<file path="src/hdl/assert_macros.svh">
// Assertion helpers included by the controller RTL
`ifndef ASSERT_MACROS_SVH
`define ASSERT_MACROS_SVH

// Same-cycle implication, skipped while reset is asserted
`define ASSERT_IMPL(label, clk, rst_n, ante, cons, msg) \
    label: assert property (@(posedge clk) disable iff (!(rst_n)) (ante) |-> (cons)) \
        else $error(msg);

// Next-cycle implication, skipped while reset is asserted
`define ASSERT_NEXT(label, clk, rst_n, ante, cons, msg) \
    label: assert property (@(posedge clk) disable iff (!(rst_n)) (ante) |=> (cons)) \
        else $error(msg);

`endif

</file>
<file path="src/hdl/clpc_pkg.sv">
package clpc_pkg;

    typedef enum logic [2:0] {
        OP_TICK   = 3'd0,
        OP_DATA   = 3'd1,
        OP_CMD    = 3'd2,
        OP_GOTO   = 3'd3,
        OP_CLEAR  = 3'd4,
        OP_NUMBER = 3'd5,
        OP_STRING = 3'd6
    } t_opcode;

    typedef enum logic [1:0] {
        KIND_NONE    = 2'd0,
        KIND_WRITE   = 2'd1,
        KIND_COMMAND = 2'd2
    } t_kind;

    typedef enum logic [2:0] {
        JOB_DATA   = 3'd0,
        JOB_NUMBER = 3'd1,
        JOB_STRING = 3'd2,
        JOB_GOTO   = 3'd3,
        JOB_CLEAR  = 3'd4,
        JOB_CMD    = 3'd5
    } t_job;

    typedef enum logic [1:0] {
        ST_OK         = 2'd0,
        ST_PROCESSING = 2'd1,
        ST_BUSY       = 2'd2,
        ST_NONE       = 2'd3
    } t_status;

    typedef enum logic {
        CFG_FUNCTION_SET    = 1'b0,
        CFG_DISPLAY_CONTROL = 1'b1
    } t_cfg_reg;

    localparam logic [2:0] INIT_START        = 3'd0;
    localparam logic [2:0] INIT_FUNCTION_SET = 3'd1;
    localparam logic [2:0] INIT_DISPLAY_CTRL = 3'd2;
    localparam logic [2:0] INIT_CLEAR        = 3'd3;
    localparam logic [2:0] INIT_DONE_STEP    = 3'd5;

    localparam logic [7:0] FUNCTION_SET_RESET = 8'h38;
    localparam logic [7:0] DISPLAY_CTRL_RESET = 8'h0E;
    localparam logic [7:0] CLEAR_CMD          = 8'h01;
    localparam logic [7:0] ENTRY_MODE_CMD     = 8'h06;
    localparam logic [7:0] GOTO_BASE          = 8'h80;
    localparam logic [7:0] ASCII_ZERO         = 8'd48;

    localparam int DEC_DIGITS = 5;

    // j times the decimal weight of digit position k (k = 0 is the units digit)
    function automatic logic [16:0] pow10_times(input logic [2:0] k, input logic [3:0] j);
        logic [16:0] base;
        case (k)
            3'd0:    base = 17'd1;
            3'd1:    base = 17'd10;
            3'd2:    base = 17'd100;
            3'd3:    base = 17'd1000;
            3'd4:    base = 17'd10000;
            default: base = 17'd1;
        endcase
        return 17'(base * {13'd0, j});
    endfunction

endpackage

</file>
<file path="src/hdl/char_lcd_parallel_controller.sv">
// The result of an input transfer is registered and shows on the output channel in the cycle after it.
// Throughput: one item per cycle while the output is taken; the result register frees in the cycle it is taken.
// A number request peels one decimal digit per bus byte against a table of weights.
// Reset (synchronous, active low): init sequencer at its start step, no request
// pending, bus lines low, config registers at 0x38 and 0x0E; the string buffer
// is not cleared, only its fill count and read index.
module char_lcd_parallel_controller
    import clpc_pkg::*;
#(
    parameter int STRING_DEPTH = 32
) (
    input  logic        i_clk,
    input  logic        i_rst_n,

    input  logic        i_in_valid,
    output logic        o_in_ready,
    input  logic [2:0]  i_opcode,
    input  logic [7:0]  i_byte_value,
    input  logic [5:0]  i_column,
    input  logic        i_row,
    input  logic [15:0] i_number_value,
    input  logic        i_last_char,

    output logic        o_out_valid,
    input  logic        i_out_ready,
    output logic [1:0]  o_status,
    output logic        o_reg_select,
    output logic        o_read_write,
    output logic        o_enable_out,
    output logic [7:0]  o_bus_byte,
    output logic        o_init_done,
    output logic        o_idle,

    input  logic        i_cfg_valid,
    output logic        o_cfg_ready,
    input  logic        i_cfg_index,
    input  logic [7:0]  i_cfg_data
);

    localparam int CW = $clog2(STRING_DEPTH + 1);
    localparam int AW = (STRING_DEPTH > 1) ? $clog2(STRING_DEPTH) : 1;

    logic          r_out_valid;
    t_status       r_status,    n_status;
    logic [7:0]    r_fs_cmd;
    logic [7:0]    r_dc_cmd;
    logic [2:0]    r_init_step, n_init_step;
    t_kind         r_kind,      n_kind;
    t_job          r_job,       n_job;
    logic          r_enable,    n_enable;
    logic          r_select,    n_select;
    logic [7:0]    r_data,      n_data;
    logic [7:0]    r_pending,   n_pending;
    logic [15:0]   r_num_rem,   n_num_rem;
    logic [2:0]    r_digit_cnt, n_digit_cnt;
    logic [CW-1:0] r_str_len,   n_str_len;
    logic [CW-1:0] r_str_idx,   n_str_idx;
    logic [7:0]    r_str_mem [STRING_DEPTH];
    logic [7:0]    r_str_q;

    logic          in_fire;
    logic          str_wr_en;
    logic [AW-1:0] str_wr_addr;
    logic [AW-1:0] str_rd_addr;
    logic          str_rd_ok;
    logic [2:0]    dig_pos;
    logic [3:0]    dig_val;
    logic [16:0]   dig_sub;
    logic [16:0]   dig_thr;
    logic [CW-1:0] str_idx_inc;
    logic [7:0]    job_byte;
    t_kind         req_kind;
    t_job          req_job;
    logic          req_is_plain;
    t_status       req_status;

    assign in_fire     = i_in_valid && o_in_ready;
    assign o_in_ready  = !r_out_valid || i_out_ready;
    assign o_cfg_ready = 1'b1;

    assign o_out_valid  = r_out_valid;
    assign o_status     = r_status;
    assign o_reg_select = r_select;
    assign o_read_write = 1'b0;
    assign o_enable_out = r_enable;
    assign o_bus_byte   = r_data;
    assign o_init_done  = (r_init_step >= INIT_DONE_STEP);
    assign o_idle       = (r_kind == KIND_NONE);

    // Most significant remaining digit: largest j with j * 10^k <= remainder
    assign dig_pos = r_digit_cnt - 3'd1;
    always_comb begin
        dig_val = 4'd0;
        dig_sub = 17'd0;
        dig_thr = 17'd0;
        for (int j = 1; j < 10; j++) begin
            dig_thr = pow10_times(dig_pos, 4'(j));
            if ({1'b0, r_num_rem} >= dig_thr) begin
                dig_val = 4'(j);
                dig_sub = dig_thr;
            end
        end
    end

    assign str_idx_inc = r_str_idx + CW'(1);

    always_comb begin
        case (r_job)
            JOB_NUMBER: job_byte = ASCII_ZERO + {4'd0, dig_val};
            JOB_STRING: job_byte = r_str_q;
            JOB_CLEAR:  job_byte = CLEAR_CMD;
            default:    job_byte = r_pending;
        endcase
    end

    // Kind, job and status of the single-transfer requests
    always_comb begin
        req_is_plain = 1'b1;
        req_kind     = KIND_WRITE;
        req_job      = JOB_DATA;
        case (i_opcode)
            OP_DATA: begin
                req_kind = KIND_WRITE;
                req_job  = JOB_DATA;
            end
            OP_CMD: begin
                req_kind = KIND_COMMAND;
                req_job  = JOB_CMD;
            end
            OP_GOTO: begin
                req_kind = KIND_COMMAND;
                req_job  = JOB_GOTO;
            end
            OP_CLEAR: begin
                req_kind = KIND_COMMAND;
                req_job  = JOB_CLEAR;
            end
            OP_NUMBER: begin
                req_kind = KIND_WRITE;
                req_job  = JOB_NUMBER;
            end
            default: req_is_plain = 1'b0;
        endcase
        if (r_kind == KIND_NONE) begin
            req_status = ST_OK;
        end else if (r_kind == req_kind) begin
            req_status = ST_PROCESSING;
        end else begin
            req_status = ST_BUSY;
        end
    end

    always_comb begin
        n_status    = r_status;
        n_init_step = r_init_step;
        n_kind      = r_kind;
        n_job       = r_job;
        n_enable    = r_enable;
        n_select    = r_select;
        n_data      = r_data;
        n_pending   = r_pending;
        n_num_rem   = r_num_rem;
        n_digit_cnt = r_digit_cnt;
        n_str_len   = r_str_len;
        n_str_idx   = r_str_idx;
        str_wr_en   = 1'b0;

        if (in_fire) begin
            n_status = ST_NONE;
            if (i_opcode == OP_TICK) begin
                if (r_init_step < INIT_DONE_STEP) begin
                    if (r_init_step == INIT_START) begin
                        n_init_step = INIT_FUNCTION_SET;
                    end else if (r_enable) begin
                        n_enable    = 1'b0;
                        n_init_step = r_init_step + 3'd1;
                    end else begin
                        n_select = 1'b0;
                        n_enable = 1'b1;
                        case (r_init_step)
                            INIT_FUNCTION_SET: n_data = r_fs_cmd;
                            INIT_DISPLAY_CTRL: n_data = r_dc_cmd;
                            INIT_CLEAR:        n_data = CLEAR_CMD;
                            default:           n_data = ENTRY_MODE_CMD;
                        endcase
                    end
                end else if (r_kind != KIND_NONE) begin
                    if (r_enable) begin
                        // Falling edge of E: finish or advance the job
                        n_enable = 1'b0;
                        if (r_job == JOB_NUMBER) begin
                            if (r_digit_cnt != 3'd0) begin
                                n_digit_cnt = r_digit_cnt - 3'd1;
                            end
                            if (n_digit_cnt == 3'd0) begin
                                n_kind = KIND_NONE;
                            end
                        end else if (r_job == JOB_STRING) begin
                            n_str_idx = str_idx_inc;
                            if (str_idx_inc >= r_str_len) begin
                                n_str_len = '0;
                                n_str_idx = '0;
                                n_kind    = KIND_NONE;
                            end
                        end else begin
                            n_kind = KIND_NONE;
                        end
                    end else begin
                        n_select = (r_kind == KIND_WRITE);
                        n_data   = job_byte;
                        n_enable = 1'b1;
                        if (r_job == JOB_NUMBER) begin
                            n_num_rem = 16'({1'b0, r_num_rem} - dig_sub);
                        end
                    end
                end
            end else if (i_opcode == OP_STRING) begin
                if (r_kind != KIND_NONE) begin
                    n_status = (r_kind == KIND_WRITE) ? ST_PROCESSING : ST_BUSY;
                end else begin
                    n_status = ST_OK;
                    if (r_str_len < CW'(STRING_DEPTH)) begin
                        str_wr_en = 1'b1;
                        n_str_len = r_str_len + CW'(1);
                    end
                    if (i_last_char) begin
                        n_kind    = KIND_WRITE;
                        n_job     = JOB_STRING;
                        n_str_idx = '0;
                    end
                end
            end else if (req_is_plain) begin
                n_status = req_status;
                if (req_status == ST_OK) begin
                    n_kind = req_kind;
                    n_job  = req_job;
                    case (req_job)
                        JOB_GOTO: n_pending = GOTO_BASE | {1'b0, i_row, i_column};
                        JOB_NUMBER: begin
                            n_num_rem = i_number_value;
                            if (i_number_value >= 16'd10000) begin
                                n_digit_cnt = 3'd5;
                            end else if (i_number_value >= 16'd1000) begin
                                n_digit_cnt = 3'd4;
                            end else if (i_number_value >= 16'd100) begin
                                n_digit_cnt = 3'd3;
                            end else if (i_number_value >= 16'd10) begin
                                n_digit_cnt = 3'd2;
                            end else begin
                                n_digit_cnt = 3'd1;
                            end
                        end
                        JOB_CLEAR: n_pending = r_pending;
                        default:   n_pending = i_byte_value;
                    endcase
                end
            end
        end
    end

    assign str_wr_addr = r_str_len[AW-1:0];
    assign str_rd_addr = n_str_idx[AW-1:0];
    assign str_rd_ok   = (n_str_idx < CW'(STRING_DEPTH));

    // String buffer; the read port follows the next index, write data bypasses
    always_ff @(posedge i_clk) begin
        if (str_wr_en) begin
            r_str_mem[str_wr_addr] <= i_byte_value;
        end
        if (str_wr_en && str_wr_addr == str_rd_addr) begin
            r_str_q <= i_byte_value;
        end else if (str_rd_ok) begin
            r_str_q <= r_str_mem[str_rd_addr];
        end
    end

    always_ff @(posedge i_clk) begin
        if (!i_rst_n) begin
            r_out_valid <= 1'b0;
            r_fs_cmd    <= FUNCTION_SET_RESET;
            r_dc_cmd    <= DISPLAY_CTRL_RESET;
            r_init_step <= INIT_START;
            r_kind      <= KIND_NONE;
            r_job       <= JOB_DATA;
            r_enable    <= 1'b0;
            r_select    <= 1'b0;
            r_data      <= 8'd0;
            r_pending   <= 8'd0;
            r_digit_cnt <= 3'd0;
            r_str_len   <= '0;
            r_str_idx   <= '0;
        end else begin
            if (in_fire) begin
                r_out_valid <= 1'b1;
            end else if (i_out_ready) begin
                r_out_valid <= 1'b0;
            end
            if (i_cfg_valid && o_cfg_ready) begin
                case (i_cfg_index)
                    CFG_FUNCTION_SET:    r_fs_cmd <= i_cfg_data;
                    CFG_DISPLAY_CONTROL: r_dc_cmd <= i_cfg_data;
                    default:             r_fs_cmd <= r_fs_cmd;
                endcase
            end
            r_init_step <= n_init_step;
            r_kind      <= n_kind;
            r_job       <= n_job;
            r_enable    <= n_enable;
            r_select    <= n_select;
            r_data      <= n_data;
            r_pending   <= n_pending;
            r_digit_cnt <= n_digit_cnt;
            r_str_len   <= n_str_len;
            r_str_idx   <= n_str_idx;
        end
    end

    always_ff @(posedge i_clk) begin
        r_status  <= n_status;
        r_num_rem <= n_num_rem;
    end

`include "assert_macros.svh"

    `ASSERT_IMPL(a_stall_only_on_full, i_clk, i_rst_n, !o_in_ready, r_out_valid, "input stalled with empty result register")
    `ASSERT_IMPL(a_str_len_bound, i_clk, i_rst_n, 1'b1, r_str_len <= CW'(STRING_DEPTH), "string fill count beyond buffer depth")
    `ASSERT_IMPL(a_digit_bound, i_clk, i_rst_n, 1'b1, r_digit_cnt <= 3'(DEC_DIGITS), "digit count beyond decimal width")
    `ASSERT_IMPL(a_init_cmd_only, i_clk, i_rst_n, r_init_step < INIT_DONE_STEP, !r_select, "data byte driven during init")
    `ASSERT_NEXT(a_tick_drops_e, i_clk, i_rst_n, in_fire && i_opcode == OP_TICK && r_enable, !r_enable, "tick with E high did not lower E")

endmodule
</file>
<file path="config.mk">
export PLATFORM = sky130hd
export DESIGN_NAME = char_lcd_parallel_controller
export DESIGN_NICKNAME = d
export VERILOG_FILES = /design/src/hdl/clpc_pkg.sv /design/src/hdl/char_lcd_parallel_controller.sv
export VERILOG_INCLUDE_DIRS = /design/src /design/src/hdl
export SDC_FILE = /design/constraint.sdc
export NUM_CORES = 1
export LEC_CHECK = 0
export ABC_AREA = 1
export ABC_CLOCK_PERIOD_IN_PS = 8250
export BUFFER_PORTS_ARGS = -buffer_cell sky130_fd_sc_hd__buf_2
export CAP_MARGIN = 10
export CORE_AREA = 2 2 198 200
export DETAILED_ROUTE_END_ITERATION = 10
export DIE_AREA = 0 0 200 202
export PLACE_DENSITY = 0.76
export SETUP_SLACK_MARGIN = 0.05
export SYNTH_ARGS = -nofsm -noshare
export SYNTH_HDL_FRONTEND = slang
export SYNTH_SLANG_ARGS = --single-unit
</file>
<file path="constraint.sdc">
create_clock -name i_clk -period 8.25 [get_ports i_clk]
set_clock_uncertainty 0.2 [all_clocks]
set_input_delay 0.825 -clock i_clk [delete_from_list [all_inputs] [get_ports i_clk]]
set_output_delay 0.825 -clock i_clk [all_outputs]
set_load 0.01 [all_outputs]
</file>
Word level (Yosys, flattened, before mapping). Memory sizes are Yosys's and may differ from the RTL's. A register that Yosys moved wholly into a read port is not among the register bits. Cells that the tools add are included.

Input port bits: 49. Logic and storage cells: 251. Register bits: 76. Output and inout bits: 18. Memory bits (writable): 256. Bits in read-only memories: 0. Memories: 1. Bits in latches: 0.

Reduce and logical (&&, ||, !) cells: 38. Multiply operators: 5. Bitwise logic cells: 5. Magnitude comparators: 18. Divide/modulo/power cells: 0. $add $sub $neg: 6. Eq/ne operators: 39. Multiplexer cells: 124. Shift-type cells: 0.

Memory list: r_str_mem (depth 32, width 8, read ports 1, clocked after Yosys merged registers in 1, write ports 1, line char_lcd_parallel_controller.sv:58) `logic [7:0] r_str_mem [STRING_DEPTH];`.

Operator list (count): 16-bit 2-to-1 mux (16); 6-bit 2-to-1 mux (21); 16-bit by 17-bit >= comparator with 1-bit output (5); 3-bit 2-to-1 mux (25); 14-bit one-hot mux with 4 select lines (1); 8-bit one-hot mux with 3 select lines (2); 2-bit 2-to-1 mux (22); 8-bit 2-to-1 mux (5); 14-bit by 3-bit multiplier with 17-bit output, second input constant (2); 16-bit >= comparator (2); 14-bit by 2-bit multiplier with 16-bit output, second input constant (2); 4-bit 2-to-1 mux (8); 3-bit by 2-bit == test with 1-bit output, second input constant (8); 2-bit nonzero test (12); 1-bit 2-to-1 mux (20); 10-bit AND reduction (2); 3-bit == test, second input constant (6); 9-bit AND reduction (2); 14-bit by 4-bit multiplier with 17-bit output, second input constant (1); 16-bit by 10-bit >= comparator with 1-bit output, second input constant (1); 16-bit by 14-bit >= comparator with 1-bit output (1); 16-bit by 14-bit >= comparator with 1-bit output, second input constant (1); 16-bit by 15-bit >= comparator with 1-bit output (1); 16-bit by 4-bit >= comparator with 1-bit output, second input constant (1); 37 further kinds (68).

Longest topological paths before layout. Gate-level depths: netlist of run 1.

Depth in word-level cells: 19. Mapped depth: 49. Mapped depth without buffers: 47.

Worst setup path after synthesis of run 1. OpenSTA, ideal clock, no wires.

Kind: register to register. Start: register r_digit_cnt[0]. End: register r_num_rem[13] (data pin). Cell stages (with the launch flop): 45. Data arrival time: 7232 ps. Library setup time: 268 ps. Clock period less this slack: 7700 ps. Data required time: 7782 ps. Buffers on the path: 2. Slack: 550 ps. Cells stage by stage: dfxtp_1 > inv_1 > ha_1 > ha_1 > nand2_1 > clkbuf_1 > ha_1 > nand3_1 > nand2_1 > nand2_1 > fa_1 > fa_1 > nand3_1 > nand3_1 > nand2_1 > nand2_1 > a21oi_1 > o21ai_1 > (+9 left out) > nand4_1 > clkbuf_1 > inv_1 > o21ai_0 > a21oi_1 > nor2_1 > ha_1 > a21oi_1 > o21ai_0 > nand2_1 > nand3_1 > nand2_1 > inv_1 > o21ai_0 > nand2_1 > a21oi_1 > xor2_1 > o21ai_0.

Cells in the longest elaborated chain, start to end: 19. Elaborated cells on any way between the ends: 35. Those cells by class: add/sub: 2; mul: 5; order compare: 9; eq/ne: 4; mux: 15.

Ends and longest elaborated chain: start, declared (line char_lcd_parallel_controller.sv:55) `logic [2:0] r_digit_cnt, n_digit_cnt;`; start signal, assigned (line char_lcd_parallel_controller.sv:312) `r_digit_cnt <= n_digit_cnt;`; 3-bit by 1-bit subtractor with 3-bit output (*) (line char_lcd_parallel_controller.sv:91) `assign dig_pos = r_digit_cnt - 3'd1;`; 3-bit == test (tied with other cells) (line clpc_pkg.sv:58) `case (k)`; 14-bit one-hot mux with 4 select lines (*) (line clpc_pkg.sv:58); parallel branches: the longest is 9 deep, another holds 14-bit by 2-bit multiplier with 16-bit output; 16-bit 2-to-1 mux (*) (line char_lcd_parallel_controller.sv:98) `if ({1'b0, r_num_rem} >= dig_thr) begin`; 16-bit subtractor (*) (line char_lcd_parallel_controller.sv:213) `n_num_rem = 16'({1'b0, r_num_rem} - dig_sub);`; 16-bit 2-to-1 mux (*) (line char_lcd_parallel_controller.sv:212) `if (r_job == JOB_NUMBER) begin`; 16-bit 2-to-1 mux (*) (line char_lcd_parallel_controller.sv:188) `if (r_enable) begin`; 16-bit 2-to-1 mux (*) (line char_lcd_parallel_controller.sv:187) `end else if (r_kind != KIND_NONE) begin`; 16-bit 2-to-1 mux (*) (line char_lcd_parallel_controller.sv:171) `if (r_init_step < INIT_DONE_STEP) begin`; 16-bit 2-to-1 mux (*) (line char_lcd_parallel_controller.sv:170) `if (i_opcode == OP_TICK) begin`; end signal, assigned (line char_lcd_parallel_controller.sv:320) `r_num_rem <= n_num_rem;`; end, declared (line char_lcd_parallel_controller.sv:54) `logic [15:0] r_num_rem, n_num_rem;`.

Every way passes the cells marked *. The select of a mux whose other input is x is not followed. A chain may end at the register's enable or synchronous reset.

Worst setup path in the final report of run 1.
Start: register r_digit_cnt[1]. End: register r_num_rem[14] (data pin).

The elaborated chain is that of the path after synthesis.

==> results of run 1 <==
## routing by layer
| metal | GRT usage (%) | wire length [µm] |
|---|---|---|
| met5 | 0 | 0 |
| met4 | 15.3 | 3370 |
| met3 | 5.79 | 5260 |
| met2 | 53.2 | 31300 |
| met1 | 46.2 | 28200 |
## worst paths after layout
| check | start | slack, ns | end |
|---|---|---|---|
| worst max-delay path | r_digit_cnt[1]$_SDFFE_PN0P_ | 0.56 | r_num_rem[14]$_DFFE_PP_ |
| worst min-delay path | r_dc_cmd[4]$_SDFFE_PN0P_ | 0.27 | r_dc_cmd[4]$_SDFFE_PN0P_ |
| worst max register to register | r_digit_cnt[1]$_SDFFE_PN0P_ | 0.56 | r_num_rem[14]$_DFFE_PP_ |
| worst min register to register | r_dc_cmd[4]$_SDFFE_PN0P_ | 0.27 | r_dc_cmd[4]$_SDFFE_PN0P_ |
## flip-flops by register name (all words and copies together) (netlist names)
name          cells
r_str_q           8
r_fs_cmd          8
r_num_rem        16
r_str_len         6
r_dc_cmd          8
o_bus_byte        8
r_str_idx         6
r_init_step       3
o_enable_out      1
o_reg_select      1
o_out_valid       1
r_job             3
o_status          2
r_pending         8
r_digit_cnt       3
r_kind            2
r_str_mem       256
## logic make-up after synthesis
logic type | synth area share, %
AND/OR/NAND/NOR | 26.7
buffers and inverters | 7.88
flip-flops | 44.5
AO/OA/AOI/OAI | 8.75
adder cells (fa/ha/maj) | 10.8
XOR/XNOR | 1.26
other | 0.0347
## power groups by stage
stage	Sequential, mW	Combinational [mW]	Clock, mW
final	1.90	0.429	1.58
after global routing	1.90	0.473	1.66
after CTS	1.90	0.415	1.60
after detailed placement	1.94	0.413	0
after global placement	1.94	0.406	0
after floorplan	1.93	0.261	0
## area by class of cell
type / instances / area (µm²) / area share, %
well taps: 518 / 648 / 2.75
inverters: 325 / 1220 / 5.17
flip-flops and latches: 340 / 9630 / 40.8
clock inverters: 23 / 161 / 0.684
repair buffers: 105 / 637 / 2.70
multi-input cells: 1786 / 10400 / 43.9
clock buffers: 44 / 952 / 4.03
## worst max-delay path: cells and delay by family (launching register included)
kind | cells | cell delay, ns
fa+ha+maj | 7 | 2.20
compound gates | 9 | 1.34
simple gates | 21 | 2.32
xor+xnor | 1 | 0.28
buf+inv | 5 | 0.80
flops | 1 | 0.40
## timing repair
item | in CTS | in global routing
setup buffers | 0 | 5
endpoints found under the hold margin | 0 | 0
gates resized for setup | 0 | 14
endpoints found under the setup margin | 0 | 6
## placed cells by master (no fill, tap or decap), types with 57 or more instances in the layout
cell type / instances
inv_1: 305
ha_1: 171
dfxtp_1: 57
buf_2: 65
nand3b_1: 113
nand3_1: 330
nor2_1: 159
nand2_1: 525
o21ai_0: 96
a21oi_1: 147
edfxtp_1: 282
## per-stage QoR
stage / util [%] / std cells
after floorplan: - / 2544
after global placement: 58.5 / 3068
after detailed placement: 58.5 / 3068
after CTS: 61.4 / 3135
after global routing: 61.6 / 3141
final: 61.6 / 3141
==> metrics.csv, run 1 <==
metric,value,unit
largest net degree at the start of global routing,68,
Startpoint Class,flip-flop,
first-pass GRT wire length,104000,µm
initial antenna violation count,0,
Max-Cap Viols,0,
hold-critical path depth,2,
GP Congestion,1.03,
r2r worst-path depth,43,
Root Buffer,clkbuf_16,
Pint,2.88,mW
Tot Pwr,3.91,mW
Post-DP Area,22400,µm²
initial core utilization,56.5,%
endpoints failing setup,0,
CTS Buf Count,37,
clk sinks,340,
layout net count,2825,
total global routing track utilization,34.0,%
drt total wl,68100,µm
pwr dens,166,nW/µm²
max_slew headroom,26.5,%
fin crit period,7.69,ns
Clk pwr share,40.4,%
Core Area,38300,µm²
CP Capture Type,flip-flop,
Post-synth EDFFs,282,
sequential area share after synthesis,44.5,%
status,"complete, no violations",
NetSw,1.03,mW
Synth Register Bits,340,
Iter 0 DRT Violations,1714,
I/O Buffers,64,
Tightest Hold Check Type,flip-flop to flip-flop,
GRT Residual Overflow,0,
Finished Cell Area,23600,µm²
sw frac,26.3,%
Detail Route Antenna Nets,0,
Logic pwr share,11.0,%
WP data arrival,7.92,ns
critical path type,flip-flop to flip-flop,
Mapped Cells,2539,
Site Rows,72,
layout cells sized above 1,8.20,%
ys async rst share,0,%
CP Max Fanout,10,
H-tree Lvls,2,
Worst Path Required,8.48,ns
yosys warns,0,
fin crit share,93.3,%
Final Hold Vio Count,0,
vias,18800,
"count leader, synth",nand2_1,
VDD IR-drop max,238,µV
commonest register cell after synthesis,edfxtp_1,
commonest cells in the netlist,"nand2_1 (525), nand3_1 (331), inv_1 (308)",
die extent in x,200,µm
"most used cell, CP",nand2_1,
fill count,3310,
synth unique cells,62,
P_leak,9.95,nW
DIE AREA,40400,µm²
CP max stage delay,0.40,ns
final setup TNS,0,ns
WHS,0.265,ns
antenna cells,0,
vias per cell,5.99,
CTS tree,built,
Sequential Power Share,48.6,%
worst-margin pin slew,1.09,ns
Detail Placement HPWL,47700,µm
P&R area growth vs syn,9.19,%
cts hold-fix bufs,0,
drt pass-1 iters,6,
worst skew pair latency,0.59,ns
area share of the largest cell type after synthesis,39.2,%
Slew Limit Fails,0,
Setup WS post-layout,0.557,ns
slowest cell on the critical path,dfxtp_1,
DRC viols,0,
cell taking the most area after synthesis,edfxtp_1,
Chip Height,202,µm
unrepaired setup endpoints after global routing,false,
Area contributors post-synth,"edfxtp_1 (39%), ha_1 (10%), nand2_1 (9.1%)",
"Clk pin slew, worst setup/hold paths",0.06,ns
vias in the first global route,17800,
Post-Place Setup Slack,0.383,ns
"Cell Area, Synth",21600,µm²
syn avg cell area,8.51,µm²
clk buf depth,3,
Max Freq,0.130,GHz
WL/cell,21.7,µm
I/O Pins,67,
(Power assumes the default switching activity.)
==> run 2: changes to the inputs <==
Settings changed: CORE_AREA 2 2 198 200 to 2 2 202 204, DIE_AREA 0 0 200 202 to 0 0 204 206, PLACE_DENSITY 0.76 to 0.74.
==> run 2 against run 1 <==
  * First-iteration DRC count fell by 12%
  * Routed wire length is 7.9% lower
  * Power grew 2.1%
  * Register-to-register slack improved by 0.09 ns
  * Clock power up 6%
  * Sequential cell count unchanged
  * Global-route usage fell by 4.1 points
  * Worst setup slack improved by 0.087 ns
  * Cell count up 0.32%
  * Count of clock-buffer cells in the layout decreased by 3
  * Highest routed layer unchanged
==> metrics.csv, run 2 (synthesis results as in run 1) <==
metric,value,unit
clk sinks,340,
DRC viols,0,
max FFs per register,256,
Setup WS post-layout,0.644,ns
CTS Buf Count,37,
Chip Height,206,µm
fin crit period,7.61,ns
Post-DP Area,22400,µm²
Tightest Hold Check Type,flip-flop to flip-flop,
vias per cell,5.80,
"most used cell, CP",nand2_1,
critical path type,flip-flop to flip-flop,
Final Hold Vio Count,0,
Clk pwr share,42.0,%
fin crit share,92.2,%
WL/cell,19.9,µm
CP max stage delay,0.46,ns
worst skew pair latency,0.55,ns
Sequential Power Share,47.6,%
endpoints failing setup,0,
Site Rows,74,
hold-critical path depth,2,
initial core utilization,53.8,%
Slew Limit Fails,0,
pwr dens,168,nW/µm²
top flop regs,"r_str_mem x256, r_num_rem x16",
Post-Place Setup Slack,0.473,ns
Worst Path Required,8.33,ns
Root Buffer,clkbuf_16,
clk buf depth,3,
Max-Cap Viols,0,
final setup TNS,0,ns
Finished Cell Area,23700,µm²
Core Area,40200,µm²
final instance count without filler cells,3151,
Max Freq,0.131,GHz
drt pass-1 iters,5,
unrepaired setup endpoints after global routing,false,
status,"complete, no violations",
largest net degree at the start of global routing,74,
initial antenna violation count,0,
CTS tree,built,
DIE AREA,42000,µm²
Startpoint Class,flip-flop,
"most common cell after layout, fill and taps aside",nand2_1,
sw frac,24.9,%
VDD IR-drop max,241,µV
Detail Route Antenna Nets,0,
I/O Pins,67,
r2r worst-path depth,41,
WP data arrival,7.68,ns
total global routing track utilization,29.9,%
H-tree Lvls,2,
CP Max Fanout,9,
layout cells sized above 1,8.13,%
GP Congestion,1.02,
vias in the first global route,17800,
Logic pwr share,10.4,%
vias,18300,
NetSw,992,µW
Tot Pwr,3.99,mW
die extent in x,204,µm
first-pass GRT wire length,97000,µm
Pint,3.00,mW
GRT Residual Overflow,0,
worst-margin pin slew,1.15,ns
slowest cell on the critical path,fa_1,
Detail Placement HPWL,43700,µm
placed cells,3081,
Iter 0 DRT Violations,1509,
WHS,0.251,ns
I/O Buffers,64,
max_slew headroom,23.6,%
"commonest cells after routing, fill and taps aside","nand2_1 (525), nand3_1 (330), inv_1 (307), edfxtp_1 (282), ha_1 (172)",
antenna cells,0,
cts hold-fix bufs,0,
register with the most flip-flops,r_str_mem,
layout net count,2823,
P_leak,9.97,nW
fill count,3542,
CP Capture Type,flip-flop,
Util after Layout,58.9,%
P&R area growth vs syn,9.56,%
drt total wl,62700,µm
"Clk pin slew, worst setup/hold paths",0.06,ns
## run 2: critical path: cells and delay by family (launching register included)
kind / cells / cell delay (ns)
AOI/OAI and AO/OA: 7 / 0.97
and+or+nand+nor: 20 / 2.20
xor gates and xnor gates: 1 / 0.31
DFF: 1 / 0.40
buffers and inverters: 5 / 0.71
adders and majority gates: 8 / 2.54
## run 2: path summary, 6_finish.rpt
| path | startpoint | end | slack, ns |
|---|---|---|---|
| setup / recovery | r_digit_cnt[0]$_SDFFE_PN0P_ | r_num_rem[14]$_DFFE_PP_ | 0.64 |
| hold / removal | r_fs_cmd[7]$_SDFFE_PN0P_ | r_fs_cmd[7]$_SDFFE_PN0P_ | 0.25 |
| setup reg to reg | r_digit_cnt[0]$_SDFFE_PN0P_ | r_num_rem[14]$_DFFE_PP_ | 0.64 |
| hold reg to reg | r_fs_cmd[7]$_SDFFE_PN0P_ | r_fs_cmd[7]$_SDFFE_PN0P_ | 0.25 |
## run 2: power by group through the flow
stage	clock, mW	combinational (mW)	sequential (mW)
after floorplan	0	0.261	1.93
after global placement	0	0.399	1.93
after detailed placement	0	0.405	1.93
after CTS	1.70	0.408	1.90
after global routing	1.76	0.460	1.90
final	1.67	0.416	1.90
## run 2: final cells by class
| class | count | area, µm² | share of cell area (%) |
|---|---|---|---|
| inverter | 325 | 1220 | 5.17 |
| sequential | 340 | 9630 | 40.7 |
| clock inverter | 24 | 268 | 1.13 |
| clock buffer | 41 | 941 | 3.97 |
| tap | 532 | 666 | 2.81 |
| timing repair buffer | 103 | 613 | 2.59 |
| multi-input combinational | 1786 | 10300 | 43.7 |
## run 2: what timing repair did
item / CTS / global route
setup endpoints to repair: 0 / 5
resized for setup: 0 / 5
buffers inserted: 0 / 4
## run 2: metal layers
metal  vias up  share of wire [%]  GRT usage (%)
li1       8788                  -              -
met1      8621                 40           36.8
met2       686                 48           50.9
met3       176                6.0           4.29
met4         0                5.5           16.1
met5         -                  0              0
==> run 3: changes to the inputs <==
Settings changed: CORE_AREA 2 2 202 204 to 2 2 236 238, DIE_AREA 0 0 204 206 to 0 0 238 240, PLACE_DENSITY 0.74 to not set.
==> run 3 against run 2 <==
  * Routed wire length is 2.9% higher
  * Via count decreased by 1.7%
  * Combinational power about the same
  * Power is 4.2% higher
  * Register-to-register slack better by 0.17 ns
  * Worst hold slack gained 0.0036 ns
  * Largest power group unchanged
  * Cell count is 5.7% higher
  * Highest routed layer unchanged
  * Sequential power about the same
  * Utilization shrank 15 points
  * Non-clock buffer count rose by 3
  * Clock power is 10% higher
  * Count of clock-buffer cells in the layout up 6
==> metrics.csv, run 3 (synthesis results as in run 1) <==
metric,value,unit
drt total wl,64600,µm
R2R Setup Slk,0.81,ns
worst skew pair latency,0.57,ns
initial core utilization,39.5,%
"Clk pin slew, worst setup/hold paths",0.06,ns
CP Max Fanout,13,
"most common cell after layout, fill and taps aside",nand2_1,
I/O Buffers,64,
vias per cell,5.39,
Sequential Power Share,45.7,%
worst reg2reg path startpoint,r_digit_cnt[1]$_SDFFE_PN0P_,
Clk pwr share,44.2,%
Pint,3.14,mW
P&R area growth vs syn,11.5,%
endpoints failing setup,0,
DIE AREA,57100,µm²
Core Area,54700,µm²
"commonest cells after routing, fill and taps aside","nand2_1 (524), nand3_1 (330), inv_1 (304), edfxtp_1 (282), ha_1 (172)",
fin crit period,7.44,ns
Detail Route Antenna Nets,0,
clk buf depth,3,
CP Capture Type,flip-flop,
max_slew headroom,20.5,%
register with the most flip-flops,r_str_mem,
Site Rows,86,
Tightest Hold Check Type,flip-flop to flip-flop,
worst-margin pin slew,1.19,ns
placed cells,3251,
layout net count,2827,
slowest cell on the critical path,dfxtp_1,
WP data arrival,7.55,ns
CTS tree,built,
Chip Height,240,µm
first-pass GRT wire length,98800,µm
NetSw,1.02,mW
die extent in x,238,µm
final setup TNS,0,ns
Slew Limit Fails,0,
GP Congestion,0.961,
cts hold-fix bufs,0,
final instance count without filler cells,3331,
P_leak,10.1,nW
global-route met2 utilization,37.8,%
Max Freq,0.134,GHz
Detail Placement HPWL,44900,µm
Startpoint Class,flip-flop,
Max-Cap Viols,0,
largest net degree at the start of global routing,74,
sw frac,24.5,%
vias in the first global route,17200,
max FFs per register,256,
DRC viols,0,
CP max stage delay,0.38,ns
top flop regs,"r_str_mem x256, r_num_rem x16",
fin crit share,90.1,%
clk sinks,340,
drt pass-1 iters,6,
"most used cell, CP",nand2_1,
met3 Track Usage GR,2.55,%
critical path type,flip-flop to flip-flop,
unrepaired setup endpoints after global routing,false,
CTS Buf Count,38,
hold-critical path depth,2,
VDD IR-drop max,211,µV
initial antenna violation count,1,
total global routing track utilization,22.4,%
WL/cell,19.4,µm
r2r worst-path depth,45,
H-tree Lvls,2,
Logic pwr share,10.1,%
Final Hold Vio Count,0,
Critical path origin,r_digit_cnt[1]$_SDFFE_PN0P_,
layer with the highest usage,met2,
min-delay src,r_dc_cmd[4]$_SDFFE_PN0P_,
GRT Residual Overflow,0,
Worst Path Required,8.37,ns
I/O Pins,67,
layout cells sized above 1,8.64,%
Hold Crit Endpoint,r_dc_cmd[4]$_SDFFE_PN0P_,
Iter 0 DRT Violations,1428,
status,"complete, no violations",
r2r endpoint,r_num_rem[15]$_DFFE_PP_,
Root Buffer,clkbuf_16,
pwr dens,172,nW/µm²
M1 GR Usage,29.5,%
vias,18000,
[run 3: worst max-delay path: cells and delay by family, from the launching register on]
kind	cells	cell delay, ns
and+or+nand+nor	22	2.53
adders and majority gates	6	1.86
buffers and inverters	10	1.22
DFF	1	0.38
xor gates and xnor gates	1	0.27
AOI/OAI and AO/OA	6	0.74
[run 3: per-layer routing]
metal  vias up  wire length [µm]  share of wire (%)
li1       8802                 -                  -
met4         0              2600                4.0
met2       537             30700                 47
met3       122              3500                5.4
met5         -                 0                  0
met1      8505             27800                 43
[run 3: timing repair]
item / CTS / global route
buffers inserted: 0 / 9
endpoints found under the setup margin: 0 / 7
gates resized for setup: 0 / 17
[run 3: area by class of cell]
class,count,area [µm²]
Fill cell,5418,30600
Multi-Input combinational cell,1786,10400
Sequential cell,340,9630
Inverter,325,1230
Clock buffer,47,995
Tap cell,704,881
Timing Repair Buffer,106,633
Clock inverter,22,360
Antenna cell,1,2.50
[run 3: worst max path at each step]
| stage | to | slack [ns] | cells after the start |
|---|---|---|---|
| floorplan | r_num_rem[13]$_DFFE_PP_ | 0.55 | 44 |
| global placement | r_num_rem[13]$_DFFE_PP_ | 0.79 | 43 |
| detailed placement | r_num_rem[13]$_DFFE_PP_ | 0.58 | 43 |
| CTS | r_num_rem[13]$_DFFE_PP_ | 0.55 | 43 |
| global route | r_num_rem[13]$_DFFE_PP_ | 0.13 | 43 |
| finish | r_num_rem[15]$_DFFE_PP_ | 0.81 | 45 |
[run 3: per-stage QoR]
step,hold WS (ns),utilization [%],setup slack [ns],instance area [µm²],power (mW)
final,0.255,44.1,0.814,24100,4.16
after global routing,0.275,44.1,0.126,24100,4.30
after CTS,0.259,43.9,0.547,24000,4.18
after detailed placement,0.252,41.4,0.575,22600,2.35
after global placement,0.247,41.4,0.792,22600,2.34
after floorplan,0.225,-,0.550,21600,2.19
[run 3: power groups by stage]
stage / Sequential [mW] / Clock [mW] / Combinational (mW)
floorplan: 1.93 / 0 / 0.261
global placement: 1.94 / 0 / 0.404
detailed placement: 1.94 / 0 / 0.410
CTS: 1.90 / 1.87 / 0.412
global route: 1.90 / 1.93 / 0.468
finish: 1.90 / 1.84 / 0.418
